File: src/hdl/lcnc_pkg.sv
`default_nettype none

package lcnc_pkg;

   // Input word and decimal working widths
   localparam int unsigned NumBits   = 63;
   localparam int unsigned BcdDigits = 19;
   localparam int unsigned BcdBits   = 4 * BcdDigits;
   localparam int unsigned BitCntW   = $clog2(NumBits);
   localparam int unsigned CountW    = 5;
   localparam int unsigned PcBits    = 3;

   typedef logic [1:0] kind_type;

   localparam kind_type KIND_INVALID = 2'd0;
   localparam kind_type KIND_AMEX    = 2'd1;
   localparam kind_type KIND_MASTER  = 2'd2;
   localparam kind_type KIND_VISA    = 2'd3;

   // Datapath operation selected by the control word
   typedef enum logic [2:0] {
      OP_NOP,
      OP_LOAD,
      OP_DABBLE,
      OP_COPY,
      OP_SCAN,
      OP_EMIT
   } op_type;

   // Jump condition; the jump goes to target when true, else to the next step
   typedef enum logic [2:0] {
      COND_NEVER,
      COND_ALWAYS,
      COND_NO_INPUT,
      COND_BITS_LEFT,
      COND_SCAN_MORE,
      COND_OUT_BUSY
   } cond_type;

   typedef logic [PcBits-1:0] pc_type;

   typedef struct packed {
      logic     take;
      op_type   op;
      cond_type cond;
      pc_type   target;
   } ctrl_word_type;

   // Program step addresses
   localparam pc_type STEP_WAIT   = 3'd0;
   localparam pc_type STEP_DABBLE = 3'd1;
   localparam pc_type STEP_COPY   = 3'd2;
   localparam pc_type STEP_SCAN   = 3'd3;
   localparam pc_type STEP_EMIT   = 3'd4;
   localparam pc_type STEP_RETURN = 3'd5;

   // Microprogram ROM
   function automatic ctrl_word_type ucode_rom(input pc_type pc);
      ctrl_word_type w;
      case (pc)
         STEP_WAIT: begin
            w = '{take: 1'b1, op: OP_LOAD, cond: COND_NO_INPUT, target: STEP_WAIT};
         end
         STEP_DABBLE: begin
            w = '{take: 1'b0, op: OP_DABBLE, cond: COND_BITS_LEFT, target: STEP_DABBLE};
         end
         STEP_COPY: begin
            w = '{take: 1'b0, op: OP_COPY, cond: COND_NEVER, target: STEP_WAIT};
         end
         STEP_SCAN: begin
            w = '{take: 1'b0, op: OP_SCAN, cond: COND_SCAN_MORE, target: STEP_SCAN};
         end
         STEP_EMIT: begin
            w = '{take: 1'b0, op: OP_EMIT, cond: COND_OUT_BUSY, target: STEP_EMIT};
         end
         STEP_RETURN: begin
            w = '{take: 1'b0, op: OP_NOP, cond: COND_ALWAYS, target: STEP_WAIT};
         end
         default: begin
            w = '{take: 1'b0, op: OP_NOP, cond: COND_ALWAYS, target: STEP_WAIT};
         end
      endcase
      return w;
   endfunction

endpackage

`default_nettype wire

File: src/hdl/luhn_card_number_classifier.sv
`default_nettype none

// Luhn card-number check and issuer classification. One card number enters
// per transaction on req_, one result leaves per transaction on rsp_. A small
// microprogram steps a plain datapath: 63 double-dabble steps turn the binary
// number into 19 BCD digits, then one digit per cycle is folded into the Luhn
// sum (mod 10) and counted, at most MAX_DIGITS of them. The next number is
// taken only after the last result has been written to the output register;
// the double-dabble loop is the longest part of the work. A finished result
// sits in the output register, and the next number is taken while it waits
// there.
module luhn_card_number_classifier
   import lcnc_pkg::*;
#(
   parameter int unsigned MAX_DIGITS = 19
) (
   input  wire logic               clock,
   input  wire logic               reset,
   input  wire logic               req_valid,
   output      logic               req_stall,
   input  wire logic [NumBits-1:0] req_card_number,
   output      logic               rsp_valid,
   input  wire logic               rsp_stall,
   output      logic [1:0]         rsp_card_kind,
   output      logic               rsp_luhn_ok,
   output      logic [CountW-1:0]  rsp_digit_count
);

   localparam logic [CountW-1:0] MaxCount = CountW'(MAX_DIGITS);

   // Sequencer and datapath registers
   pc_type              pc_ff, pc_in;
   logic [NumBits-1:0]  bin_ff, bin_in;
   logic [BcdBits-1:0]  bcd_ff, bcd_in;
   logic [BcdBits-1:0]  rest_ff, rest_in;
   logic [BitCntW-1:0]  bits_ff, bits_in;
   logic [CountW-1:0]   count_ff, count_in;
   logic [3:0]          sum_ff, sum_in;
   logic                rsp_valid_ff, rsp_valid_in;
   kind_type            rsp_kind_ff, rsp_kind_in;
   logic                rsp_ok_ff, rsp_ok_in;
   logic [CountW-1:0]   rsp_count_ff, rsp_count_in;

   ctrl_word_type       cw;
   logic                req_take;
   logic                out_free;
   logic                scan_more;
   logic                bits_left;
   logic                jump;
   logic [BcdBits-1:0]  adj;
   logic [3:0]          digit;
   logic [4:0]          dbl;
   logic [4:0]          luhn_add;
   logic [4:0]          total;
   kind_type            kind;

   // Control word fetch and status
   assign cw        = ucode_rom(pc_ff);
   assign req_stall = !cw.take;
   assign req_take  = req_valid && cw.take;
   assign out_free  = !rsp_valid_ff || !rsp_stall;
   assign scan_more = (rest_ff != '0) && (count_ff < MaxCount);
   assign bits_left = (bits_ff != '0);

   // Jump decision and next step
   always_comb begin
      case (cw.cond)
         COND_NEVER:     jump = 1'b0;
         COND_ALWAYS:    jump = 1'b1;
         COND_NO_INPUT:  jump = !req_take;
         COND_BITS_LEFT: jump = bits_left;
         COND_SCAN_MORE: jump = scan_more;
         COND_OUT_BUSY:  jump = !out_free;
         default:        jump = 1'b1;
      endcase
      pc_in = jump ? cw.target : pc_ff + pc_type'(1);
   end

   // Double-dabble add-3 correction, one per BCD digit
   always_comb begin
      for (int i = 0; i < BcdDigits; i++) begin
         adj[4*i +: 4] = (bcd_ff[4*i +: 4] >= 4'd5) ? bcd_ff[4*i +: 4] + 4'd3
                                                    : bcd_ff[4*i +: 4];
      end
   end

   // Luhn contribution of the current digit, sum kept mod 10
   always_comb begin
      digit    = rest_ff[3:0];
      dbl      = {digit, 1'b0};
      if (count_ff[0]) begin
         luhn_add = (dbl > 5'd9) ? dbl - 5'd9 : dbl;
      end else begin
         luhn_add = {1'b0, digit};
      end
      total    = {1'b0, sum_ff} + luhn_add;
   end

   // Issuer by length and leading digits
   always_comb begin
      kind = KIND_INVALID;
      if (count_ff == 5'd15 && bcd_ff[59:56] == 4'd3
          && (bcd_ff[55:52] == 4'd4 || bcd_ff[55:52] == 4'd7)) begin
         kind = KIND_AMEX;
      end else if (count_ff == 5'd16 && bcd_ff[75:64] == '0) begin
         if (bcd_ff[63:60] == 4'd5 && bcd_ff[59:56] inside {[4'd1:4'd5]}) begin
            kind = KIND_MASTER;
         end else if (bcd_ff[63:60] == 4'd4) begin
            kind = KIND_VISA;
         end
      end else if (count_ff == 5'd13 && bcd_ff[51:48] == 4'd4) begin
         kind = KIND_VISA;
      end
   end

   // Datapath next values per operation
   always_comb begin
      bin_in       = bin_ff;
      bcd_in       = bcd_ff;
      rest_in      = rest_ff;
      bits_in      = bits_ff;
      count_in     = count_ff;
      sum_in       = sum_ff;
      rsp_valid_in = rsp_valid_ff && rsp_stall;
      rsp_kind_in  = rsp_kind_ff;
      rsp_ok_in    = rsp_ok_ff;
      rsp_count_in = rsp_count_ff;
      case (cw.op)
         OP_LOAD: begin
            if (req_take) begin
               bin_in  = req_card_number;
               bcd_in  = '0;
               bits_in = BitCntW'(NumBits - 1);
            end
         end
         OP_DABBLE: begin
            bcd_in = {adj[BcdBits-2:0], bin_ff[NumBits-1]};
            bin_in = {bin_ff[NumBits-2:0], 1'b0};
            if (bits_left) begin
               bits_in = bits_ff - BitCntW'(1);
            end
         end
         OP_COPY: begin
            rest_in  = bcd_ff;
            count_in = '0;
            sum_in   = '0;
         end
         OP_SCAN: begin
            if (scan_more) begin
               rest_in  = rest_ff >> 4;
               count_in = count_ff + CountW'(1);
               sum_in   = (total >= 5'd10) ? 4'(total - 5'd10) : total[3:0];
            end
         end
         OP_EMIT: begin
            if (out_free) begin
               rsp_valid_in = 1'b1;
               rsp_ok_in    = (sum_ff == 4'd0);
               rsp_kind_in  = (sum_ff == 4'd0) ? kind : KIND_INVALID;
               rsp_count_in = count_ff;
            end
         end
         default: begin
         end
      endcase
   end

   // Control registers
   always_ff @(posedge clock) begin
      if (reset) begin
         pc_ff        <= STEP_WAIT;
         rsp_valid_ff <= 1'b0;
      end else begin
         pc_ff        <= pc_in;
         rsp_valid_ff <= rsp_valid_in;
      end
   end

   // Payload registers
   always_ff @(posedge clock) begin
      bin_ff       <= bin_in;
      bcd_ff       <= bcd_in;
      rest_ff      <= rest_in;
      bits_ff      <= bits_in;
      count_ff     <= count_in;
      sum_ff       <= sum_in;
      rsp_kind_ff  <= rsp_kind_in;
      rsp_ok_ff    <= rsp_ok_in;
      rsp_count_ff <= rsp_count_in;
   end

   assign rsp_valid       = rsp_valid_ff;
   assign rsp_card_kind   = rsp_kind_ff;
   assign rsp_luhn_ok     = rsp_ok_ff;
   assign rsp_digit_count = rsp_count_ff;

endmodule

`default_nettype wire

File: config.mk
export PLATFORM = sky130hd
export DESIGN_NAME = luhn_card_number_classifier
export DESIGN_NICKNAME = d
export VERILOG_FILES = /design/src/hdl/lcnc_pkg.sv /design/src/hdl/luhn_card_number_classifier.sv
export SDC_FILE = /design/constraint.sdc
export NUM_CORES = 1
export LEC_CHECK = 0
export ABC_AREA = 1
export BUFFER_PORTS_ARGS = -buffer_cell sky130_fd_sc_hd__buf_4
export CORE_ASPECT_RATIO = 1.2
export CORE_UTILIZATION = 61
export DETAILED_ROUTE_END_ITERATION = 10
export HOLD_SLACK_MARGIN = 0.1
export PLACE_DENSITY = 0.8
export SLEW_MARGIN = 40
export SYNTH_ARGS = -nofsm -noshare
export SYNTH_HDL_FRONTEND = slang
export SYNTH_SLANG_ARGS = --single-unit
File: constraint.sdc
create_clock -name clock -period 6.9 [get_ports clock]
set_clock_uncertainty 0.05 [all_clocks]
set_input_delay 0.345 -clock clock [delete_from_list [all_inputs] [get_ports clock]]
set_output_delay 0.345 -clock clock [all_outputs]
set_load 0.01 [all_outputs]
[Yosys cells after proc, flatten, opt, wreduce, memory -nomap -nowiden]
Cells that the tools add are included.
Storage, ports and cells
  register bits after elaboration: 242
  input port bits: 67
  output and inout port bits: 10
  word-level logic and storage cells: 161
Operators by class
  add/subtract/negate cells: 25
  magnitude comparators: 24
  equal/unequal tests: 25
  muxes and demuxes: 45
  bitwise logic cells: 1
  reduce and logical (&&, ||, !) cells: 29
Operators with widths (count)
  $pmux 76 s2: 2
  $mux 76: 2
  $pmux 63 s2: 1
  $mux 4: 20
  $ge 4x3->1 const B: 19
  $reduce_bool 76->1: 1
  $add 4x2->4 const B: 18
  $mux 63: 1
  $pmux 10 s5: 1
  $eq 4x3->1 const B: 5
  $eq 3x2->1 const B: 6
  $eq 3x3->1 const B: 5
  $mux 5: 3
  $logic_not 12->1: 1
  $mux 6: 2
  $pmux 6 s2: 1
  $eq 5x4->1 const B: 2
  $pmux 5 s2: 1
  $logic_and 1x1->1: 9
  $mux 2: 4
  $pmux 4 s2: 1
  $eq 3x1->1 const B: 2
  $logic_not 3->1: 2
  $mux 3: 2
  other kinds (26): 38

[Longest topological paths before layout]
Gate-level depths: netlist of run 1.
  depth after elaboration: 8
  gate-level depth with buffers: 19
  gate-level depth less buffers: 19

[Least setup slack after synthesis of run 1]
No wires, ideal clock.
  path type: flip-flop to flip-flop
  start point: reg pc_ff[0]
  end point: reg count_ff[0] (enable)
  arrival time: 5.702 ns
  required time: 6.294 ns
  slack: 0.592 ns
  stages on the path, launching flop included: 12
  path buffers: 2
  period minus slack after synthesis: 6.308 ns
  path through: dfxtp_1 -> inv_1 -> ha_1 -> nand2_2 -> inv_2 -> a21oi_4 -> inv_2 -> nand3_4 -> inv_2 -> buf_4 -> buf_4 -> a21oi_1
Between the ends
  word-level cells in the longest chain between the ends: 5
Ends and longest elaborated chain
  from (decl): RTL line luhn_card_number_classifier.sv:32  | pc_type pc_ff, pc_in;
  from (signal assigned): RTL line luhn_card_number_classifier.sv:174  | pc_ff <= pc_in;
  $eq 3x3->1 (tied with other cells): RTL line lcnc_pkg.sv:60  | case (pc)
  $pmux 10 s5 *: RTL line lcnc_pkg.sv:60
  $eq 3x3->1 or $eq 3x2->1 (tied branches): RTL line luhn_card_number_classifier.sv:128  | case (cw.op)
  $ne 2x2->1 (no line) or $reduce_bool 2->1 (tied branches)
  $reduce_and 2->1 (no line) *
  to (signal assigned): RTL line luhn_card_number_classifier.sv:185  | count_ff <= count_in;
  to (decl): RTL line luhn_card_number_classifier.sv:37  | logic [CountW-1:0] count_ff, count_in;
Every way passes the cells marked *; elsewhere a longest branch is shown, timed or not.
A chain may end at the register's enable or synchronous reset.

[Worst setup path in the final report of run 1]
  start point: reg pc_ff[0]
  end point: reg bin_ff[37] (data pin)
Between the ends
  word-level cells in the longest chain between the ends: 4
Ends and longest elaborated chain
  $eq 3x3->1 (tied with other cells): RTL line lcnc_pkg.sv:60
  $pmux 10 s5 *: RTL line lcnc_pkg.sv:60
  $eq 3x2->1 or $eq 3x1->1 (tied branches): RTL line luhn_card_number_classifier.sv:128
  $pmux 63 s2 *: RTL line luhn_card_number_classifier.sv:128
  named net bin_in[37]: RTL line luhn_card_number_classifier.sv:33  | logic [NumBits-1:0] bin_ff, bin_in;
  to (signal assigned): RTL line luhn_card_number_classifier.sv:181  | bin_ff <= bin_in;
  to (decl): RTL line luhn_card_number_classifier.sv:33
Mark *: on every way through the listed nets, which the timed path passes. The rest lies on a longest branch.

==> metrics.md, run 1 <==
| Metric | Value |
|---|---|
| Largest family of logic cells by synthesized area | simple AND/OR/NAND/NOR gates |
| Synth top area share | around 58% |
| Antenna-violating nets left | 0 |
| Critical Path Start Type | flip-flop |
| Top sig layer | met4 |
| Max_cap viols | 0 |
| Sequential share of the synthesized area | 58.6% |
| Worst Path Max Fanout | 58 |
| Compound-Gate Fraction of Synth Area | 10.6% |
| Full die area | 20800 um^2 |
| Yosys warnings | 0 |
| Root Driver | clkbuf_16 |
| Tightest Pin Transition | 745 ps |
| Simple-gate portion of the synthesized area | between 10% and 20% |
| Pre-CTS setup slack | 2820 ps |
| TritonCTS buffer count | 23 |
| Met2 WL | approximately 13000 um |
| Number of nets in the layout | 1540 |
| Initial antenna violation count | 0 |
| Largest net degree at the start of global routing | 77 |
| WL/cell | 15.0 um |
| Grt total ovfl | 0 |
| Mux cell area share after synthesis | 0% |
| Horiz. Die Dim | 132 um |
| Distinct cell type count after synthesis | 34 |
| Bufs and invs on worst path | 5 |
| Slowest-stage cell, CP | clkinv_2 |
| Critical path startpoint | pc_ff[0]$_SDFF_PP0_ |
| Adder-cell share of the synthesized area | 6.46% |
| Reg2reg path depth | 10 |
| Via density per instance | 5.47 |
| Cell family with most CP delay | buffers and inverters |
| Final worst slack | 2710 ps |
| Crit share post-route | 60.7% |
| Postcts setup bufs | 0 |
| Avg Cell Area, Syn | 9.67 um^2 |
| CP required | ~7000 ps |
| Reg2reg end | bin_ff[37]$_DFFE_PP_ |
| Setup TNS | 0 ps |
| Post-synth ARST share | 0% |
| Final worst path period need | around 4200 ps |
| CP Capture Point | bin_ff[37]$_DFFE_PP_ |
| Met1 WL | roughly 10000 um |
| Clk sinks | 242 |
| Worst vdd ir | 0.224 mV |
| CTS tree | built |
| Routed WL | roughly 25000 um |
| Hold Crit Class | input port to flip-flop |
| GP Congestion | 0.840 |
| Routed wl met3 | about 1400 um |
| Post-synth EDFFs | 238 |
| Max clock buf depth | 3 |
| Net count after synthesis | 1405 |
| Reg2Reg Launch Point | pc_ff[0]$_SDFF_PP0_ |
| Worst path cell trace | inv_1 -> ha_1 -> o21ai_2 -> inv_1 -> nand3_4 -> buf_4 -> clkinv_2 -> buf_4 -> nand2_1 -> nand2_1 |
| Ranking of synthesized cells by area | edfxtp_1 (58%), nand2_1 (11%), ha_1 (6.3%) |
| Most frequent cells in the layout | nand2_1 (353), edfxtp_1 (238), inv_1 (143), o21ai_0 (120), nor2_1 (114) |
| Final hold vios | 0 |
| Yosys reg bits | around 240 |
| Fmax | 0.239 GHz |
| ANT cells | 0 |
| Final HPWL DP | 15400 um |
| DR vias | 9226 |
| RSZ-0062 raised after global routing | no |
| Setup Viol. Count Final | 0 |
| First-pass GRT wire length | 41800 um |
| H-tree levels | 1 |
| CP Depth | 10 |
| Worst-path clk slew | about 70 ps |
| Mapped Cells | between 1000 and 1500 |
| IO Port Bufs | 76 |
| DRC | 0 |
| Synth Area in XOR/XNOR | 1.21% |
| Layout overhead on the synthesized area | 17.8% |
| Rel. slew slack | 50.3% |
| Core ar. | 19700 um^2 |
| Site row count | 56 |
| Die Y | 158 um |
| Most used DFF post-synth | edfxtp_1 |
| Vias in the first global route | 9107 |
| Filler cells | 1293 |
| Reg-to-reg slack, setup | roughly 2700 ps |
| Starting DRT DRC Count | 759 |
| Layout cells sized above 1 | 9.54% |
| Pleak | 0.00596 uW |
| Most common cell after layout, fill and taps aside | nand2_1 |
| Power Density | 440 nW/um^2 |
| Initial Util | 62.6% |
| Run status | complete, no violations |
| Crit path arrival time | 4400 ps |
| Critical Path Max Stage Delay | 790 ps |
| CP Class | flip-flop to flip-flop |
| Pins over their slew limit | 0 |
| Worst skew pair latency | 510 ps |
| All-Layer GR Usage | 24.7% |
| Ports | 77 |
| Area leader, netlist | edfxtp_1 |
| Pre-Repair DR Iteration Count | 5 |
| Mapped Area | 12300 um^2 |
| Endpoint type of the worst setup path | flip-flop |
## stage by stage
step | util (%) | area [um^2] | power [uW] | hold WS, ps | cells
after floorplan | - | 12300 | 4510 | 364 | 1275
after global placement | 66.5 | 13100 | 4920 | 443 | 1579
after detailed placement | 66.7 | 13100 | 5060 | 445 | 1581
after CTS | 73.7 | 14500 | 6370 | 319 | 1687
after global routing | 73.8 | 14500 | 6830 | 213 | 1687
final | 73.8 | 14500 | 6390 | 194 | 1687
## registers in the layout (all words and copies together) (netlist names), 2 cells and up
name,cells
bcd_ff,76
rest_ff,76
bin_ff,63
bits_ff,6
count_ff,5
rsp_digit_count,5
sum_ff,4
pc_ff,3
rsp_card_kind,2
## worst register-to-register path: stages (launching register included)
cell	delay [ps]
dfxtp_1	430
inv_1	90
ha_1	260
o21ai_2	250
inv_1	130
nand3_4	420
buf_4	670
clkinv_2	810
buf_4	580
nand2_1	170
nand2_1	80
## where the power goes
| part | internal [uW] | leakage, uW | total (uW) | switching (uW) |
|---|---|---|---|---|
| Sequential | 2570 | 0.00225 | 2970 | 399 |
| Clock | 726 | 0.000356 | 1270 | 542 |
| Combinational | 685 | 0.00335 | 2150 | 1470 |
## routing by layer
layer  global-route usage (%)  up-vias
met4                     7.36        0
met2                     45.8      329
met3                     2.56       49
li1                         -     4547
met1                     30.7     4301
met5                        0        -
## worst min path at each step
stage / start / end / slack, ps / depth (start not counted)
6_report: rsp_stall / rsp_card_kind[0]$_SDFFCE_PN0P_ / 190 / 2
5_1_grt: rsp_stall / rsp_card_kind[0]$_SDFFCE_PN0P_ / 210 / 2
4_1_cts: rsp_stall / rsp_card_kind[0]$_SDFFCE_PN0P_ / 320 / 2
3_5_place_dp: bin_ff[4]$_DFFE_PP_ / bin_ff[5]$_DFFE_PP_ / 440 / 2
3_3_place_gp: bin_ff[25]$_DFFE_PP_ / bin_ff[26]$_DFFE_PP_ / 440 / 2
2_1_floorplan: reset / rsp_valid$_SDFF_PP0_ / 360 / 1
## final cells by class
class	count	area [um^2]	area share (%)
Multi-Input combinational cell	847	4380	30.2
Inverter	148	558	3.84
Clock inverter	13	141	0.974
Timing Repair Buffer	148	1290	8.90
Clock buffer	28	594	4.09
Sequential cell	242	7230	49.8
Tap cell	261	327	2.25
## cell families after synthesis
| family | count (synthesis) |
|---|---|
| AND/OR/NAND/NOR | 527 |
| AO/OA/AOI/OAI | 240 |
| flip-flops | 242 |
| adder cells (fa/ha/maj) | 63 |
| XOR/XNOR | 17 |
| buffers and inverters | 186 |
## cell usage after synthesis (14+ instances only)
cell type / n
nand2_1: 354
edfxtp_1: 238
inv_1: 143
o21ai_0: 120
nor2_1: 114
a21oi_1: 76
ha_1: 62
nor3_1: 23
o21ai_1: 15
buf_2: 14
## what timing repair did
item,CTS,global route
gates resized for setup,0,0
endpoints found under the hold margin,67,0
hold buffers,65,0
No activity file was read; power rests on OpenSTA's default activity.
==> inputs of run 2 (changes only) <==
Settings changed: CORE_UTILIZATION 61 to 55, PLACE_DENSITY 0.8 to 0.76.
Clock period 6.9 ns to 3.6 ns, I/O delays scaled along.
==> run 2 against run 1 <==
The flow now finishes with violations (design-rule violations). Count of clock-buffer cells in the layout decreased by 2. Non-clock buffer count rose by 3. Total power up 96%. Critical endpoint is now sum_ff[2]$_SDFFCE_PN0P_. Largest cell class unchanged. Largest power group unchanged.
==> metrics.md, run 2 (synthesis results as in run 1) <==
| Metric | Value |
|---|---|
| Number of nets in the layout | 1545 (+0.32%) |
| Filler cells | 1559 (+21%) |
| Routed WL | 25400 um (+0.44%) |
| Setup TNS | 0 ps (unchanged) |
| Site row count | 59 (+5.4%) |
| Grt total ovfl | 0 (unchanged) |
| Starting DRT DRC Count | 672 (-11%) |
| Initial antenna violation count | 0 (unchanged) |
| WHS Path Cells | 7 (+5) |
| Worst vdd ir | 0.539 mV (+140%) |
| Setup Viol. Count Final | 0 (unchanged) |
| Pre-CTS setup slack | 483 ps (-2340 ps) |
| All-Layer GR Usage | 22.4% (-2.3 points) |
| Endpoint type of the worst setup path | flip-flop |
| RSZ-0062 raised after global routing | no |
| Reg2reg path depth | 19 (+9) |
| Initial Util | 56.4% (-6.2 points) |
| Rel. slew slack | 53.0% (+2.6 points) |
| Root Driver | clkbuf_16 |
| Via density per instance | 5.34 (-2.4%) |
| TritonCTS buffer count | 25 (+8.7%) |
| Run status | complete, but fails checks |
| Clk sinks | 242 (unchanged) |
| Failing checks | design-rule violations |
| First-pass GRT wire length | 42400 um (+1.5%) |
| Final worst path period need | 3150 ps (-1040 ps) |
| Final worst slack | 455 ps (-2260 ps) |
| Reg-to-reg slack, setup | 450 ps (-2260 ps) |
| Pins over their slew limit | 0 (unchanged) |
| Worst Path Max Fanout | 4 (-93%) |
| Horiz. Die Dim | 139 um (+5.2%) |
| Reg2Reg Launch Point | rest_ff[0]$_DFFE_PP_ |
| Antenna-violating nets left | 0 (unchanged) |
| GP Congestion | 0.830 (-1.2%) |
| Worst-path clk slew | 60 ps (about the same) |
| Worst skew pair latency | 510 ps (about the same) |
| IO Port Bufs | 76 (unchanged) |
| Most common cell after layout, fill and taps aside | nand2_1 |
| Reg2reg end | sum_ff[2]$_SDFFCE_PN0P_ |
| CP Class | flip-flop to flip-flop |
| Max_cap viols | 0 (unchanged) |
| H-tree levels | 1 (unchanged) |
| ANT cells | 0 (unchanged) |
| Critical Path Start Type | flip-flop |
| Largest net degree at the start of global routing | 131 (+70%) |
| Hold_sp | req_valid |
| Most frequent cells in the layout | nand2_1 (353), edfxtp_1 (238), inv_1 (143), o21ai_0 (120), nor2_1 (114) |
| WL/cell | 14.9 um (-0.73%) |
| Pre-Repair DR Iteration Count | 10 (+5) |
| Vias in the first global route | 9053 (-0.59%) |
| Layout cells sized above 1 | 10.2% (+0.65 points) |
| Die Y | 166 um (+5.2%) |
| Pleak | 0.00604 uW (+1.4%) |
| Full die area | 23000 um^2 (+11%) |
| Core ar. | 21900 um^2 (+11%) |
| DR vias | 9108 (-1.3%) |
| Power Density | 850 nW/um^2 (+93%) |
| Fmax | 0.318 GHz (+33%) |
| Hold Crit Class | input port to flip-flop |
| Final hold slack | 287 ps (+92.8 ps) |
| Tightest Pin Transition | 699 ps (-45.2 ps) |
| DRC | 1 (+1) |
| Top Registers | bcd_ff x76, rest_ff x76, bin_ff x63 |
| Ports | 77 (unchanged) |
| Final HPWL DP | 15000 um (-2.5%) |
| CP required | 3820 ps (-3290 ps) |
| WHS Endpoint | pc_ff[0]$_SDFF_PP0_ |
| Crit path arrival time | 3370 ps (-1030 ps) |
| Crit share post-route | 87.4% (+27 points) |
| Max clock buf depth | 3 (unchanged) |
| Final hold vios | 0 (unchanged) |
| CTS tree | built |
| Layout overhead on the synthesized area | 19.3% |
run 2: critical path, stage by stage, from the launching register on:
cell	delay (ps)
edfxtp_1	420
inv_1	100
ha_1	210
nor2_1	60
nor2_1	160
nor2_1	80
inv_1	90
o211ai_1	80
o21ai_0	120
inv_1	100
fa_1	430
xnor2_1	240
inv_1	80
ha_1	210
inv_1	90
o21ai_0	120
nand2_1	120
nand2_1	50
nand2_1	50
nor2_1	40
run 2: report_power, final:
group	total [uW]	switching [uW]	leakage (uW)	internal, uW
registers	5660	748	0.00225	4910
logic	4130	2790	0.00338	1350
clock network	2720	1090	0.000416	1630
run 2: timing repair:
action                                 4_1_cts  5_1_grt
hold buffers                                66        0
resized for setup                            0        0
endpoints found under the hold margin       75        0
setup buffers                                0        0
run 2: layout make-up:
class	instances	area [um^2]	share of cell area [%]
Inverter	148	557	3.78
Sequential cell	242	7230	49.1
Timing Repair Buffer	151	1350	9.17
Clock inverter	19	224	1.52
Tap cell	274	343	2.33
Multi-Input combinational cell	847	4380	29.8
Clock buffer	26	629	4.28
run 2: worst max-delay path by stage:
stage | from | end | slack [ps] | cells past startpoint
6_report | rest_ff[0]$_DFFE_PP_ | sum_ff[2]$_SDFFCE_PN0P_ | 450 | 19
5_1_grt | rest_ff[0]$_DFFE_PP_ | sum_ff[2]$_SDFFCE_PN0P_ | 70 | 18
4_1_cts | rest_ff[0]$_DFFE_PP_ | sum_ff[2]$_SDFFCE_PN0P_ | 470 | 19
3_5_place_dp | rest_ff[0]$_DFFE_PP_ | sum_ff[2]$_SDFFCE_PN0P_ | 480 | 19
3_3_place_gp | rest_ff[0]$_DFFE_PP_ | sum_ff[2]$_SDFFCE_PN0P_ | 600 | 18
2_1_floorplan | pc_ff[0]$_SDFF_PP0_ | count_ff[0]$_SDFFCE_PN0P_ | 140 | 11
run 2: routing by layer:
layer	track usage (%)	wire length, um	part of all wire (%)
met2	40.7	12800	50
met3	3.20	1300	5.1
met4	6.14	487	1.9
met1	27.9	10800	42
met5	0	0	0
run 2: through the flow:
stage               utilization, %  area (um^2)  total power (uW)  std cells
finish                        67.3        14700             12500       1707
global route                  67.3        14700             13400       1707
CTS                           67.3        14700             12500       1707
detailed placement            60.4        13200              9700       1596
global placement              60.4        13200              9490       1596
floorplan                        -        12300              8540       1275
==> inputs of run 3 (changes only) <==
Settings changed: CORE_UTILIZATION 55 to 57, CTS_BUF_LIST from default to sky130_fd_sc_hd__clkbuf_2, PLACE_DENSITY 0.76 to 0.79.
==> run 3 against run 2 <==
The flow now finishes without violations. Global-route usage rose by 3.8 points. Total power fell by 5.2%. Setup slack improved by 16 ps. Critical path type unchanged.
==> metrics.md, run 3 (synthesis results as in run 1) <==
| Metric | Value |
|---|---|
| Endpoint type of the worst setup path | flip-flop |
| Setup TNS | 0 ps (unchanged) |
| CP Depth | 18 (-1) |
| Reg2reg path depth | 18 (-1) |
| WL/cell | 15.4 um (+3.5%) |
| Max_cap viols | 0 (unchanged) |
| Final worst slack | 470 ps (+15.7 ps) |
| Pleak | 0.00633 uW (+4.9%) |
| Worst vdd ir | 0.519 mV (-3.8%) |
| Post-place instance area | 13200 um^2 (about the same) |
| Worst-path clk slew | 110 ps (+50 ps) |
| Grt total ovfl | 0 (unchanged) |
| Crit path arrival time | 3650 ps (+280 ps) |
| H-tree levels | 2 (+1) |
| Cell family with most CP delay | adder cells |
| Root Driver | clkbuf_2 |
| Power Density | 787 nW/um^2 (-7.5%) |
| First-pass GRT wire length | 45600 um (+7.5%) |
| Horiz. Die Dim | 136 um (-1.7%) |
| CP Capture Point | sum_ff[1]$_SDFFCE_PN0P_ |
| Clk sinks | 242 (unchanged) |
| Reg-to-reg slack, setup | 470 ps (+20 ps) |
| Ports | 77 (unchanged) |
| Slowest-stage cell, CP | fa_1 |
| Bufs and invs on worst path | 5 (unchanged) |
| Layout cells sized above 1 | 12.8% (+2.6 points) |
| Crit share post-route | 86.9% (-0.44 points) |
| Max clock buf depth | 3 (unchanged) |
| GP Congestion | 0.844 (+1.7%) |
| Critical path startpoint | rest_ff[0]$_DFFE_PP_ |
| Reg2reg end | sum_ff[1]$_SDFFCE_PN0P_ |
| CP Class | flip-flop to flip-flop |
| Pre-CTS setup slack | 414 ps (-68.7 ps) |
| Pins over their slew limit | 0 (unchanged) |
| DRC | 0 (-1) |
| RSZ-0062 raised after global routing | no |
| TritonCTS buffer count | 59 (+140%) |
| Full die area | 22200 um^2 (-3.5%) |
| Most used cell, CP | inv_1 |
| Hold Crit Class | input port to flip-flop |
| Antenna-violating nets left | 0 (unchanged) |
| WHS Path Cells | 3 (-4) |
| Fmax | 0.320 GHz (+0.50%) |
| Final hold slack | 232 ps (-54.5 ps) |
| Site row count | 58 (-1.7%) |
| Worst skew pair latency | 870 ps (+360 ps) |
| Largest net degree at the start of global routing | 131 (unchanged) |
| Layout overhead on the synthesized area | 22.4% |
| Fin util | 71.4% (+4.1 points) |
| Final Cell Area | 15100 um^2 (+2.5%) |
| Most frequent cells in the layout | nand2_1 (353), edfxtp_1 (238), inv_1 (143), dlygate4sd3_1 (132), o21ai_0 (119) |
| Core ar. | 21100 um^2 (-3.4%) |
| Critical Path Start Type | flip-flop |
| Postcts setup bufs | 0 (unchanged) |
| Critical Path Max Stage Delay | 460 ps (+30 ps) |
| Routed WL | 28300 um (+11%) |
| Initial antenna violation count | 1 (+1) |
| Die Y | 163 um (-1.7%) |
| Worst path cell trace | inv_1 -> ha_1 -> nor2_1 -> nor2_1 -> nor2_1 -> inv_1 -> o211ai_1 -> o21ai_0 -> inv_1 -> fa_1 -> xnor2_2 -> inv_1 -> ha_1 -> inv_1 -> o21ai_1 -> nand2_1 -> nand2_1 -> a21oi_1 |
| Top Registers | bcd_ff x76, rest_ff x76, bin_ff x63 |
| CTS tree | built |
| CP required | 4120 ps (+300 ps) |
| Run status | complete, no violations |
| Vias in the first global route | 9890 (+9.2%) |
| All-Layer GR Usage | 26.2% (+3.8 points) |
| Final hold vios | 0 (unchanged) |
| Most common cell after layout, fill and taps aside | nand2_1 |
| DR vias | 9883 (+8.5%) |
| Tightest Pin Transition | 615 ps (-84.5 ps) |
| Setup Viol. Count Final | 0 (unchanged) |
| Rel. slew slack | 59.0% (+6.1 points) |
| Starting DRT DRC Count | 720 (+7.1%) |
| Reg2Reg Launch Point | rest_ff[0]$_DFFE_PP_ |
| Number of nets in the layout | 1646 (+6.5%) |
| Via density per instance | 5.38 (+0.89%) |
| Worst Path Max Fanout | 4 (unchanged) |
| Pre-Repair DR Iteration Count | 6 (-4) |
| IO Port Bufs | 76 (unchanged) |
| Initial Util | 58.4% (+2.0 points) |
| Final worst path period need | 3130 ps (-15.7 ps) |
| Final HPWL DP | 15300 um (+2.2%) |
-- run 3: worst min path at each step --
stage / start / to / slack [ps]
6_report: rsp_stall / rsp_digit_count[1]$_DFFE_PP_ / 230
5_1_grt: rsp_stall / rsp_card_kind[0]$_SDFFCE_PN0P_ / 190
4_1_cts: rsp_stall / rsp_digit_count[0]$_DFFE_PP_ / 170
3_5_place_dp: reset / rsp_valid$_SDFF_PP0_ / 300
3_3_place_gp: reset / rsp_valid$_SDFF_PP0_ / 290
2_1_floorplan: reset / rsp_valid$_SDFF_PP0_ / 200
-- run 3: tightest hold or removal path, delay by kind of cell --
family / cells / cell delay (ps)
buffers and inverters: 2 / 640
AOI/OAI and AO/OA: 1 / 140
-- run 3: layer usage --
metal | part of all wire, % | GRT usage [%] | wire length, um | up-vias
li1 | - | - | - | 4801
met1 | 40 | 30.8 | 11400 | 4634
met2 | 51 | 46.1 | 14300 | 372
met3 | 6.4 | 5.71 | 1810 | 76
met4 | 2.7 | 10.4 | 752 | 0
met5 | 0 | 0 | 0 | -
-- run 3: metrics by stage --
stage,power [uW],std cells
after global routing,12800,1836
after detailed placement,9740,1593
final,11900,1836
after global placement,9490,1593
after floorplan,8540,1275
after CTS,11700,1835
-- run 3: cell type report --
cell class	count	area (um^2)
sequential	242	7230
fill	1454	6030
clock buffer	90	450
multi-input combinational	847	4390
inverter	148	557
tap	270	338
timing repair buffer	218	2020
clock inverter	20	103
antenna	1	2.50
-- run 3: report_power, final --
part | total [uW] | leakage, uW | switching [uW] | internal [uW]
Sequential | 5670 | 0.00225 | 771 | 4900
Clock | 1880 | 0.000423 | 1150 | 737
Combinational | 4310 | 0.00366 | 2880 | 1430
Total | 11900 | 0.00633 | 4800 | 7070
-- run 3: repair_timing --
| item | 4_1_cts | 5_1_grt |
|---|---|---|
| endpoints found under the hold margin | 116 | 0 |
| gates resized for setup | 0 | 2 |
| hold buffers | 132 | 0 |
| endpoints found under the setup margin | 0 | 1 |
